<file path="src/rtl/two_class_priority_queue_macros.svh">
// Assertion macros shared by the two-class priority queue RTL.
`ifndef TWO_CLASS_PRIORITY_QUEUE_MACROS_SVH
`define TWO_CLASS_PRIORITY_QUEUE_MACROS_SVH

// Same-cycle implication, checked outside reset.
`define CTPQ_ASSERT_NOW(label, ante, cons, msg) \
	label: assert property (@(posedge clk) disable iff (!arst_n) (ante) |-> (cons)) \
		else $error(msg);

// Next-cycle implication, checked outside reset.
`define CTPQ_ASSERT_NEXT(label, ante, cons, msg) \
	label: assert property (@(posedge clk) disable iff (!arst_n) (ante) |=> (cons)) \
		else $error(msg);

`endif

</file>
<file path="src/rtl/ctpq_pkg.sv">
// Shared types and constants of the two-class priority queue.
package ctpq_pkg;

	localparam int QUEUE_DEPTH = 16;
	localparam int ID_BITS     = 16;
	localparam int PTR_W       = $clog2(QUEUE_DEPTH);
	localparam int CNT_W       = $clog2(QUEUE_DEPTH + 1);

	localparam int AGE_W       = 8;
	localparam int TAG_W       = 32;
	localparam int OUT_ID_W    = 16;
	localparam int CFG_INDEX_W = 8;
	localparam int CFG_DATA_W  = 8;

	localparam int IN_TDATA_W  = 40;
	localparam int OUT_TDATA_W = 64;
	localparam int OUT_PAD_W   = OUT_TDATA_W - (OUT_ID_W + AGE_W + TAG_W + 1);

	localparam logic [AGE_W-1:0]   CHILD_AGE_RESET  = AGE_W'(12);
	localparam logic [AGE_W-1:0]   SENIOR_AGE_RESET = AGE_W'(60);
	localparam logic [ID_BITS-1:0] SEQ_RESET        = ID_BITS'(1);

	// Configuration register indexes
	localparam logic [CFG_INDEX_W-1:0] CFG_CHILD_AGE_MAX  = CFG_INDEX_W'(0);
	localparam logic [CFG_INDEX_W-1:0] CFG_SENIOR_AGE_MIN = CFG_INDEX_W'(1);

	typedef enum logic {
		CMD_REGISTER = 1'b0,
		CMD_SERVE    = 1'b1
	} cmd_t;

	typedef enum logic [1:0] {
		STAT_REGISTERED = 2'd0,
		STAT_REJECTED   = 2'd1,
		STAT_SERVED     = 2'd2,
		STAT_EMPTY      = 2'd3
	} status_t;

	typedef enum logic {
		ST_IDLE = 1'b0,
		ST_READ = 1'b1
	} state_t;

	// One stored entry
	typedef struct packed {
		logic [ID_BITS-1:0] id;
		logic [AGE_W-1:0]   age;
		logic [TAG_W-1:0]   tag;
	} slot_t;

	// Controller to datapath
	typedef struct packed {
		logic take_reg;
		logic pop_prio;
		logic pop_norm;
		logic load_none;
		logic load_read;
	} ctrl_cmd_t;

	// Datapath to controller
	typedef struct packed {
		logic prio_empty;
		logic norm_empty;
		logic out_free;
	} dp_status_t;

endpackage

</file>
<file path="src/rtl/ctpq_fifo.sv">
// Bounded FIFO with registered read port, used for each priority class.
module ctpq_fifo (
	input  logic           clk,
	input  logic           arst_n,
	input  logic           push,
	input  ctpq_pkg::slot_t push_data,
	input  logic           pop,
	output ctpq_pkg::slot_t rd_data,
	output logic           empty,
	output logic           full
);
	import ctpq_pkg::*;

	slot_t            mem [QUEUE_DEPTH];
	slot_t            rd_data_q;
	logic [PTR_W-1:0] head_q;
	logic [PTR_W-1:0] tail_q;
	logic [CNT_W-1:0] count_q;

	function automatic logic [PTR_W-1:0] ptr_next(input logic [PTR_W-1:0] p);
		if (p == PTR_W'(QUEUE_DEPTH - 1)) begin
			return '0;
		end
		return p + PTR_W'(1);
	endfunction

	assign empty   = (count_q == '0);
	assign full    = (count_q == CNT_W'(QUEUE_DEPTH));
	assign rd_data = rd_data_q;

	// Storage: write at tail, registered read at head
	always_ff @(posedge clk) begin
		if (push) begin
			mem[tail_q] <= push_data;
		end
		if (pop) begin
			rd_data_q <= mem[head_q];
		end
	end

	// Pointers and fill count
	always_ff @(posedge clk or negedge arst_n) begin
		if (!arst_n) begin
			head_q  <= '0;
			tail_q  <= '0;
			count_q <= '0;
		end else begin
			if (push) begin
				tail_q <= ptr_next(tail_q);
			end
			if (pop) begin
				head_q <= ptr_next(head_q);
			end
			if (push && !pop) begin
				count_q <= count_q + CNT_W'(1);
			end else if (pop && !push) begin
				count_q <= count_q - CNT_W'(1);
			end
		end
	end

`include "two_class_priority_queue_macros.svh"

	`CTPQ_ASSERT_NOW(a_no_push_full, push, !full || pop, "push into full FIFO")
	`CTPQ_ASSERT_NOW(a_no_pop_empty, pop, !empty, "pop from empty FIFO")
	`CTPQ_ASSERT_NEXT(a_count_up, push && !pop, count_q == $past(count_q) + CNT_W'(1), "count did not follow push")

endmodule

</file>
<file path="src/rtl/ctpq_datapath.sv">
// Datapath: config registers, classification, sequence counter, FIFOs, result register.
module ctpq_datapath (
	input  logic                                       clk,
	input  logic                                       arst_n,
	input  logic                                       cfg_we,
	input  logic [ctpq_pkg::CFG_INDEX_W-1:0]           cfg_index,
	input  logic [ctpq_pkg::CFG_DATA_W-1:0]            cfg_data,
	input  logic [ctpq_pkg::IN_TDATA_W-1:0]            in_data,
	input  ctpq_pkg::ctrl_cmd_t                        cmd,
	output ctpq_pkg::dp_status_t                       stat,
	input  logic                                       out_ready,
	output logic                                       out_valid,
	output logic [ctpq_pkg::OUT_TDATA_W-1:0]           out_data,
	output ctpq_pkg::status_t                          out_status
);
	import ctpq_pkg::*;

	logic [AGE_W-1:0]    child_q;
	logic [AGE_W-1:0]    senior_q;
	logic [ID_BITS-1:0]  seq_q;
	logic                sel_prio_q;

	logic                out_valid_q;
	status_t             status_q;
	logic [OUT_ID_W-1:0] id_q;
	logic [AGE_W-1:0]    age_q;
	logic [TAG_W-1:0]    tag_q;
	logic                prio_q;

	logic [AGE_W-1:0]    in_age;
	logic [TAG_W-1:0]    in_tag;
	logic                hi;
	logic                tgt_full;
	logic                push_prio;
	logic                push_norm;
	slot_t               new_slot;
	slot_t               prio_rd;
	slot_t               norm_rd;
	slot_t               rd_slot;
	logic                prio_empty;
	logic                prio_full;
	logic                norm_empty;
	logic                norm_full;

	assign in_age = in_data[AGE_W-1:0];
	assign in_tag = in_data[AGE_W +: TAG_W];

	// Classification and push decision
	assign hi        = (in_age <= child_q) || (in_age >= senior_q);
	assign tgt_full  = hi ? prio_full : norm_full;
	assign push_prio = cmd.take_reg && hi && !prio_full;
	assign push_norm = cmd.take_reg && !hi && !norm_full;
	assign new_slot  = '{id: seq_q, age: in_age, tag: in_tag};
	assign rd_slot   = sel_prio_q ? prio_rd : norm_rd;

	ctpq_fifo u_prio_fifo (
		.clk      (clk),
		.arst_n   (arst_n),
		.push     (push_prio),
		.push_data(new_slot),
		.pop      (cmd.pop_prio),
		.rd_data  (prio_rd),
		.empty    (prio_empty),
		.full     (prio_full)
	);

	ctpq_fifo u_norm_fifo (
		.clk      (clk),
		.arst_n   (arst_n),
		.push     (push_norm),
		.push_data(new_slot),
		.pop      (cmd.pop_norm),
		.rd_data  (norm_rd),
		.empty    (norm_empty),
		.full     (norm_full)
	);

	// Config registers and sequence counter
	always_ff @(posedge clk or negedge arst_n) begin
		if (!arst_n) begin
			child_q  <= CHILD_AGE_RESET;
			senior_q <= SENIOR_AGE_RESET;
			seq_q    <= SEQ_RESET;
		end else begin
			if (cfg_we && cfg_index == CFG_CHILD_AGE_MAX) begin
				child_q <= cfg_data;
			end
			if (cfg_we && cfg_index == CFG_SENIOR_AGE_MIN) begin
				senior_q <= cfg_data;
			end
			if (push_prio || push_norm) begin
				seq_q <= seq_q + ID_BITS'(1);
			end
		end
	end

	// Remember which FIFO the pending read came from
	always_ff @(posedge clk) begin
		if (cmd.pop_prio || cmd.pop_norm) begin
			sel_prio_q <= cmd.pop_prio;
		end
	end

	// Result register valid
	always_ff @(posedge clk or negedge arst_n) begin
		if (!arst_n) begin
			out_valid_q <= 1'b0;
		end else if (cmd.take_reg || cmd.load_none || cmd.load_read) begin
			out_valid_q <= 1'b1;
		end else if (out_ready) begin
			out_valid_q <= 1'b0;
		end
	end

	// Result register payload
	always_ff @(posedge clk) begin
		if (cmd.take_reg) begin
			status_q <= tgt_full ? STAT_REJECTED : STAT_REGISTERED;
			id_q     <= tgt_full ? '0 : OUT_ID_W'(seq_q);
			age_q    <= '0;
			tag_q    <= '0;
			prio_q   <= hi && !tgt_full;
		end else if (cmd.load_none) begin
			status_q <= STAT_EMPTY;
			id_q     <= '0;
			age_q    <= '0;
			tag_q    <= '0;
			prio_q   <= 1'b0;
		end else if (cmd.load_read) begin
			status_q <= STAT_SERVED;
			id_q     <= OUT_ID_W'(rd_slot.id);
			age_q    <= rd_slot.age;
			tag_q    <= rd_slot.tag;
			prio_q   <= sel_prio_q;
		end
	end

	assign stat.prio_empty = prio_empty;
	assign stat.norm_empty = norm_empty;
	assign stat.out_free   = !out_valid_q || out_ready;

	assign out_valid  = out_valid_q;
	assign out_status = status_q;
	assign out_data   = {{OUT_PAD_W{1'b0}}, prio_q, tag_q, age_q, id_q};

endmodule

</file>
<file path="src/rtl/ctpq_ctrl.sv">
// Controller state machine: accepts requests and sequences FIFO reads.
module ctpq_ctrl (
	input  logic                 clk,
	input  logic                 arst_n,
	input  logic                 in_valid,
	input  ctpq_pkg::cmd_t       in_cmd,
	output logic                 in_ready,
	input  ctpq_pkg::dp_status_t stat,
	output ctpq_pkg::ctrl_cmd_t  cmd
);
	import ctpq_pkg::*;

	state_t state_q;
	state_t state_d;
	logic   accept;

	assign accept = in_valid && in_ready;

	always_ff @(posedge clk or negedge arst_n) begin
		if (!arst_n) begin
			state_q <= ST_IDLE;
		end else begin
			state_q <= state_d;
		end
	end

	// Next state
	always_comb begin
		state_d = state_q;
		case (state_q)
			ST_IDLE: begin
				if (accept && in_cmd == CMD_SERVE &&
				    !(stat.prio_empty && stat.norm_empty)) begin
					state_d = ST_READ;
				end
			end
			ST_READ: begin
				if (stat.out_free) begin
					state_d = ST_IDLE;
				end
			end
			default: state_d = ST_IDLE;
		endcase
	end

	// Outputs
	always_comb begin
		in_ready = 1'b0;
		cmd      = '0;
		case (state_q)
			ST_IDLE: begin
				in_ready = stat.out_free;
				if (accept) begin
					if (in_cmd == CMD_REGISTER) begin
						cmd.take_reg = 1'b1;
					end else if (!stat.prio_empty) begin
						cmd.pop_prio = 1'b1;
					end else if (!stat.norm_empty) begin
						cmd.pop_norm = 1'b1;
					end else begin
						cmd.load_none = 1'b1;
					end
				end
			end
			ST_READ: begin
				cmd.load_read = stat.out_free;
			end
			default: begin
				in_ready = 1'b0;
			end
		endcase
	end

`include "two_class_priority_queue_macros.svh"

	`CTPQ_ASSERT_NOW(a_one_cmd, 1'b1, $onehot0(cmd), "more than one datapath command")
	`CTPQ_ASSERT_NEXT(a_pop_then_read, cmd.pop_prio || cmd.pop_norm, state_q == ST_READ, "pop not followed by read state")

endmodule

</file>
<file path="src/rtl/two_class_priority_queue.sv">
// Top level of the two-class strict-priority queue.
//
//  Channel   Dir  Handshake                     Payload
//  s_axis    in   s_axis_tvalid/s_axis_tready   tuser=cmd, tdata=age,name_tag
//  m_axis    out  m_axis_tvalid/m_axis_tready   tuser=status, tdata=id,age,tag,prio
//  cfg       in   cfg_valid/cfg_ready           cfg_index, cfg_data
//
// A register request or an empty serve loads the result register directly; a serve
// that pops first reads through the registered read port of the FIFO storage.
// The input is ready when the result register is empty or its result is taken in
// the same cycle, except while a serve read is pending. A stalled output holds the
// result and blocks new work.
// Reset clears pointers and counts, loads the config reset values, and sets the next id
// to 1; FIFO storage is not cleared.
module two_class_priority_queue (
	input  logic                                  clk,
	input  logic                                  arst_n,
	input  logic                                  s_axis_tvalid,
	output logic                                  s_axis_tready,
	input  logic [ctpq_pkg::IN_TDATA_W-1:0]       s_axis_tdata,  // age[7:0], name_tag[39:8]
	input  logic                                  s_axis_tuser,  // cmd[0]
	output logic                                  m_axis_tvalid,
	input  logic                                  m_axis_tready,
	// entry_id[15:0], entry_age[23:16], entry_tag[55:24], from_priority[56], zero pad
	output logic [ctpq_pkg::OUT_TDATA_W-1:0]      m_axis_tdata,
	output logic [1:0]                            m_axis_tuser,  // status[1:0]
	input  logic                                  cfg_valid,
	output logic                                  cfg_ready,
	input  logic [ctpq_pkg::CFG_INDEX_W-1:0]      cfg_index,
	input  logic [ctpq_pkg::CFG_DATA_W-1:0]       cfg_data
);
	import ctpq_pkg::*;

	ctrl_cmd_t  cmd;
	dp_status_t stat;
	status_t    out_status;
	cmd_t       in_cmd;

	assign cfg_ready    = 1'b1;
	assign in_cmd       = cmd_t'(s_axis_tuser);
	assign m_axis_tuser = out_status;

	ctpq_ctrl u_ctrl (
		.clk     (clk),
		.arst_n  (arst_n),
		.in_valid(s_axis_tvalid),
		.in_cmd  (in_cmd),
		.in_ready(s_axis_tready),
		.stat    (stat),
		.cmd     (cmd)
	);

	ctpq_datapath u_dp (
		.clk       (clk),
		.arst_n    (arst_n),
		.cfg_we    (cfg_valid && cfg_ready),
		.cfg_index (cfg_index),
		.cfg_data  (cfg_data),
		.in_data   (s_axis_tdata),
		.cmd       (cmd),
		.stat      (stat),
		.out_ready (m_axis_tready),
		.out_valid (m_axis_tvalid),
		.out_data  (m_axis_tdata),
		.out_status(out_status)
	);

endmodule

</file>
<file path="config.mk">
export PLATFORM = sky130hd
export DESIGN_NAME = two_class_priority_queue
export DESIGN_NICKNAME = d
export VERILOG_FILES = /design/src/rtl/ctpq_pkg.sv /design/src/rtl/ctpq_fifo.sv /design/src/rtl/ctpq_datapath.sv /design/src/rtl/ctpq_ctrl.sv /design/src/rtl/two_class_priority_queue.sv
export VERILOG_INCLUDE_DIRS = /design/src /design/src/rtl
export SDC_FILE = /design/constraint.sdc
export NUM_CORES = 2
export LEC_CHECK = 0
export BUFFER_PORTS_ARGS = -buffer_cell sky130_fd_sc_hd__buf_2
export CELL_PAD_IN_SITES_DETAIL_PLACEMENT = 1
export CELL_PAD_IN_SITES_GLOBAL_PLACEMENT = 1
export CORE_MARGIN = 2
export CORE_UTILIZATION = 39
export CTS_CLUSTER_DIAMETER = 80
export DETAILED_ROUTE_END_ITERATION = 8
export PLACE_DENSITY_LB_ADDON = 0.1
export SLEW_MARGIN = 40
export SYNTH_ARGS = -nofsm -noshare
export SYNTH_HDL_FRONTEND = slang
export SYNTH_SLANG_ARGS = --single-unit
</file>
<file path="constraint.sdc">
create_clock -name clk -period 15.45 [get_ports clk]
set_input_delay 4.635 -clock clk [delete_from_list [all_inputs] [get_ports clk]]
set_output_delay 4.635 -clock clk [all_outputs]
set_load 0.01 [all_outputs]
</file>
Word-level counts from Yosys, hierarchy flattened
Memories as Yosys holds them, arrays and structs flattened. A register that Yosys moved wholly into a read port is not among the register bits.
Cells that the tools add are included.
{"block": "classes", "bitwise": 1, "order_cmp": 2, "eq_ne": 7, "reduce_logical": 39, "mux": 52, "n_addsub": 9}
{"operator": "16-bit 2-to-1 mux", "count": 4}
{"operator": "56-bit 2-to-1 mux", "count": 1}
{"operator": "4-bit 2-to-1 mux", "count": 10}
{"operator": "1-bit 2-to-1 mux", "count": 27}
{"operator": "5-bit 2-to-1 mux", "count": 4}
{"operator": "16-bit by 1-bit adder with 16-bit output (second input constant)", "count": 1}
{"operator": "4-bit by 1-bit adder with 4-bit output (second input constant)", "count": 4}
{"operator": "4-bit == test (second input constant)", "count": 4}
{"operator": "1-bit logical AND", "count": 15}
{"operator": "5-bit by 1-bit adder with 5-bit output (second input constant)", "count": 2}
{"operator": "5-bit == test (second input constant)", "count": 2}
{"operator": "1-bit logical NOT", "count": 10}
{"operator": "5-bit logical NOT", "count": 2}
{"operator": "5-bit by 1-bit subtractor with 5-bit output (second input constant)", "count": 2}
{"operator": "8-bit by 1-bit == test with 1-bit output (second input constant)", "count": 1}
{"operator": "8-bit greater-or-equal comparator", "count": 1}
{"operator": "8-bit <= comparator", "count": 1}
{"operator": "8-bit logical NOT", "count": 1}
{"operator": "2-bit 2-to-1 mux", "count": 4}
{"operator": "1-bit logical OR", "count": 6}
{"operator": "2-bit nonzero test", "count": 3}
{"operator": "3-bit 2-to-1 mux", "count": 1}
{"operator": "3-bit nonzero test", "count": 1}
{"operator": "1-bit case mux with 2 select lines", "count": 1}
{"operator": "2 further kinds", "count": 2}
{"block": "totals", "output_inout_bits": 69, "mem_bits_rw": 1792, "in_bits": 62, "memories": 2, "reg_bits": 120}
{"name": "u_dp.u_norm_fifo.mem", "words": 16, "word_bits": 56, "read_ports": 1, "rd_clocked_by_memory_dff": 1, "wr": 1, "line_no": "ctpq_fifo.sv:14", "rtl": "slot_t mem [QUEUE_DEPTH];"}
{"name": "u_dp.u_prio_fifo.mem", "words": 16, "word_bits": 56, "read_ports": 1, "rd_clocked_by_memory_dff": 1, "wr": 1, "line_no": "ctpq_fifo.sv:14"}

Logic depth before layout (Yosys ltp)
{"block": "logic_depth", "depth_word": 12, "ltp_mapped": 16, "depth_no_buf": 15}

Hierarchy
From an unflattened synthesis, not the netlist that was laid out.
{"block": "unflattened", "hier_cells": 3619, "hier_area_um2": 77647.0}
{"mod": "ctpq_fifo (u_dp.u_prio_fifo)", "cells_per_inst": 1645, "seq_area_each_um2": 28912.7, "instances": 1, "area_each_um2": 36859.1}
{"mod": "ctpq_fifo (u_dp.u_norm_fifo)", "cells_per_inst": 1527, "seq_area_each_um2": 28912.7, "instances": 1, "area_each_um2": 35932.0}
{"mod": "ctpq_datapath", "cells_per_inst": 432, "seq_area_each_um2": 2235.9, "instances": 1, "area_each_um2": 4727.0}
{"mod": "ctpq_ctrl", "cells_per_inst": 13, "seq_area_each_um2": 25.0, "instances": 1, "area_each_um2": 117.6}
{"mod": "two_class_priority_queue", "cells_per_inst": 2, "seq_area_each_um2": 0.0, "instances": 1, "area_each_um2": 11.3}

Least setup slack after synthesis
Ideal clock, no wire load.
{"block": "synth_timing", "path_kind": "in2reg", "from": "in s_axis_tdata[1] in the netlist's numbering", "to": "mem u_dp.u_prio_fifo.mem[1][0] in the netlist's numbering, enable pin", "stages": 9, "slack_ns": 5.009, "arrival_ns": 9.902, "setup_ns": 0.539, "path_cell_list": "ha_1 > nor2b_1 > o211ai_1 > a21oi_1 > o311a_4 > nor2_1 > buf_2 > nand2_1 > nor3_1"}
{"block": "synth_between", "elab_chain_len": 6, "word_cells_on_any_way": 7, "cone_classes": "2 x order compare; 2 x mux; 3 x reduce/logical"}
{"item": "from (decl)", "line_no": "two_class_priority_queue.sv:20", "rtl": "input logic [ctpq_pkg::IN_TDATA_W-1:0] s_axis_tdata,"}
{"item": "8-bit <= comparator / 8-bit greater-or-equal comparator (equally long branches)", "line_no": "ctpq_datapath.sv:49", "rtl": "assign hi = (in_age <= child_q) || (in_age >= senior_q);"}
{"item": "1-bit logical OR (*)", "line_no": "ctpq_datapath.sv:49"}
{"item": "1-bit logical AND (*) (2 in series)", "line_no": "ctpq_datapath.sv:51", "rtl": "assign push_prio = cmd.take_reg && hi && !prio_full;"}
{"item": "net u_dp.push_prio", "line_no": "ctpq_datapath.sv:34", "rtl": "logic push_prio;"}
{"item": "1-bit 2-to-1 mux (*)", "line_no": "ctpq_fifo.sv:33", "rtl": "if (push) begin"}
{"item": "1-bit 2-to-1 mux (implied by the code) (*)", "line_no": "ctpq_fifo.sv:34", "rtl": "mem[tail_q] <= push_data;"}
{"item": "to (decl)", "line_no": "ctpq_fifo.sv:14"}
The timed path passes the listed nets; every way through them passes the cells marked *.

Worst setup path in the final report
{"block": "layout_timing", "from": "in m_axis_tready", "to": "out s_axis_tready"}
{"block": "layout_between", "elab_chain_len": 2}
{"item": "from (decl)", "line_no": "two_class_priority_queue.sv:23", "rtl": "input logic m_axis_tready,"}
{"item": "1-bit logical OR", "line_no": "ctpq_datapath.sv:140", "rtl": "assign stat.out_free = !out_valid_q || out_ready;"}
{"item": "1-bit 2-to-1 mux", "line_no": "ctpq_ctrl.sv:50", "rtl": "case (state_q)"}
{"item": "to (decl)", "line_no": "two_class_priority_queue.sv:19", "rtl": "output logic s_axis_tready,"}
No other way between the ends.

==> results.toml <==
[run_status]
status = "finished clean"

[drt]
num_vias = 37230
ant_nets = 0
drc = 0
wl_per_cell_um = 31.79
routed_wl_um = 213600
via_per_inst = 5.542
drtPass1Iterations = 7
initialDrtViolationCount = 3582

[critical_path]
path_max_fanout = 6
endpoint_kind = "output port"
cp-start-kind = "primary input"
worstSetupPathType = "in2out"
startpoint = "m_axis_tready"
r2r_start = "u_dp.u_prio_fifo.head_q[0]$_DFFE_PN0P_"
worstPathArrival_ps = 5290
critical_path_required_ps = 10820

[global_route]
antenna_found_initial = 17
overflow = 0
grt_pass1_wl_um = 304900
track_usage = 0.2121
grt_max_degree = 125
first_global_vias = 39070

[power_and_ir_drop]
power_density_nw_per_um2 = 158.6
switching_power_mw = 3.875
p_int_mw = 10.17
p_leak_nw = 27.96
swShare = 0.2759
power_mw = 14.04
p_clk_frac = 0.359
seqPwrFrac = 0.465
vdd_ir_drop_max_v = 0.0001054
comb_power_share = 0.176

[logic_synthesis]
ys_ff_latch = 2024
synth_cell_types = 52
synth_ff_type = "edfxtp_1"
synth_area_um2 = 77380
synthTopCellsByArea = "edfxtp_1 75%, mux4_2 11%, mux2i_1 2.9%, dfrtp_1 1.7%, dfxtp_1 1.0%"
synth_top_area_share = 0.7467
yosys_warnings = 0
syn_inst = 3651
synthArstFlopShare = 0.02964
synth_edf_count = 1924
synth_top_area_cell = "edfxtp_1"
synth.avg_cell_area_um2 = 21.19
yosysSeqAreaShare = 0.7765

[finish]
multi_input_area_um2 = 16490
fillers = 18040
regArea_um2 = 60130
stdcell_count = 6718
area_growth_syn_to_layout_pct = 14.41
fin_nets = 3992
layout-drive-gt1-share = 0.2534
finish.utilization = 0.4489

[clock_tree]
postCtsHoldBufs = 0
clkSlewWorstSetupHoldPaths_ps = 60
clk-insertion-delay-late_ps = 860
cts_tree = "done"
clock_sinks = 2024
post_cts_buffers = 0
cts_max_level = 4
clockBufferDepth = 3
ctsResizeCount = 0
cts_buffers = 215
cts_root_buffer = "clkbuf_16"

[die]
io_pins = 131
rows = 163
core-area_um2 = 197200
initial_core_util = 0.3923
die-area_um2 = 202000
dieWidth_um = 449.4
die_h_um = 449.4

[timing]
hold_viol = 0
setup_violations = 0
timing.setup.tns_ps = 0
fin_crit_ps = 9923
grt_setup_unrepaired = "no"
clock_skew_ps = 61.58
slew-limit-headroom = 0.4418
fmaxAchievable_ghz = 0.1008
worstMarginPinSlew_ps = 837.3
fin_crit_sh = 0.6423
drv_slew = 0

[placement]
hpwlAfterDp_um = 120500
dpl.cell_count = 6309
gp_congestion = 0.7485
io_buffers = 122

[min_path]
hp-class = "reg2reg"
hold_path_startpoint = "u_dp.u_prio_fifo.count_q[4]$_DFFE_PN0P_"

[job]
max_cap_viol_count = 0
==> power by group through the flow <==
stage                     combinational [mW]  sequential, mW  clock, mW
after floorplan                         1.56            6.57          0
after global placement                  2.47            6.67          0
after detailed placement                2.49            6.67          0
after CTS                               2.49            6.56       5.15
after global routing                    2.68            6.56       5.36
final                                   2.47            6.54       5.04
==> final cells by class <==
class	instances	share of cell area
antenna	5	0.0001413
clock buffer	274	0.06443
timing repair buffer	218	0.01877
inverter	25	0.001088
tap	2640	0.03731
multi-input combinational	1409	0.1862
clock inverter	123	0.01285
sequential	2024	0.6792
==> worst max-delay path, cell delays in order <==
cell	delay [ps]
buf_2	100
nor2b_4	50
nor2_1	300
buf_2	210
==> sequential cells by signal, indices dropped and copies added, names as in the netlist, 5 cells and up <==
signal,count
u_dp.age_q,8
u_dp.tag_q,32
u_dp.seq_q,16
u_dp.id_q,16
u_dp.senior_q,8
u_dp.u_norm_fifo.rd_data,56
u_dp.u_norm_fifo.count_q,5
u_dp.u_prio_fifo.rd_data,56
u_dp.u_prio_fifo.count_q,5
u_dp.child_q,8
u_dp.u_norm_fifo.mem,896
u_dp.u_prio_fifo.mem,896
==> layout by cell type (no fill, tap or decap), types with 41 or more instances in the layout <==
| master | instances |
|---|---|
| nand2_1 | 116 |
| edfxtp_1 | 1924 |
| a21oi_1 | 67 |
| clkinv_1 | 62 |
| buf_4 | 66 |
| clkbuf_16 | 217 |
| a22oi_1 | 56 |
| mux4_2 | 392 |
| clkbuf_1 | 51 |
| dfrtp_1 | 42 |
| o21ai_0 | 149 |
| mux2i_1 | 224 |
| a221oi_1 | 56 |
| mux2_2 | 69 |
| buf_2 | 118 |
| a211oi_1 | 41 |
| nor2_1 | 53 |
==> worst paths after layout <==
kind                       cells after the start                                      end  slack, ps
setup / recovery                               4                            s_axis_tready       5530
hold / removal                                 1  u_dp.u_prio_fifo.count_q[4]$_DFFE_PN0P_        490
setup reg to reg                               8   u_dp.u_prio_fifo.rd_data[55]$_DFFE_PP_      11020
hold reg to reg                                1  u_dp.u_prio_fifo.count_q[4]$_DFFE_PN0P_        490
max in group asynchronous                      2   u_dp.u_norm_fifo.head_q[1]$_DFFE_PN0P_      10640
min in group asynchronous                      1   u_dp.u_norm_fifo.head_q[2]$_DFFE_PN0P_       3680
==> cell usage after synthesis, types with 21 or more instances <==
cell,instances
edfxtp_1,1924
mux4_2,392
mux2i_1,225
o21ai_0,149
nand2_1,117
clkbuf_1,91
mux2_2,69
a21oi_1,67
buf_2,67
nor2_1,67
a221oi_1,56
a22oi_1,56
dfrtp_1,53
a211oi_1,41
dfxtp_1,40
ha_1,35
inv_1,25
xnor2_1,22
buf_1,21
==> layer usage <==
metal,vias to the layer above,wire length [um],track usage
li1,15650,-,-
met3,214,12140,0.03356
met5,-,0,0
met4,0,3177,0.04146
met2,966,98180,0.3226
met1,20400,100100,0.3243
==> cell families (layout without fill, tap and decap cells) <==
| group | Yosys count | in the layout | synth area share |
|---|---|---|---|
| AOI/OAI and AO/OA | 387 | 387 | 0.03181 |
| xor gates and xnor gates | 29 | 29 | 0.003283 |
| adders and majority gates | 37 | 37 | 0.006177 |
| buffers and inverters | 224 | 640 | 0.01316 |
| DFF | 2024 | 2024 | 0.7765 |
| muxes | 687 | 687 | 0.1535 |
| other | 2 | 13 | 0.00009706 |
| and+or+nand+nor | 261 | 261 | 0.01539 |
==> through the flow <==
step | setup slack (ps) | hold slack, ps | instance area (um^2)
2_1_floorplan | 5009 | 454.3 | 77400
3_3_place_gp | 5583 | 482.6 | 81270
3_5_place_dp | 5544 | 483.2 | 81480
4_1_cts | 5535 | 494.0 | 88320
5_1_grt | 5474 | 521.8 | 88520
6_report | 5527 | 490.2 | 88530
Note: power is estimated with default switching activity, not from simulation.
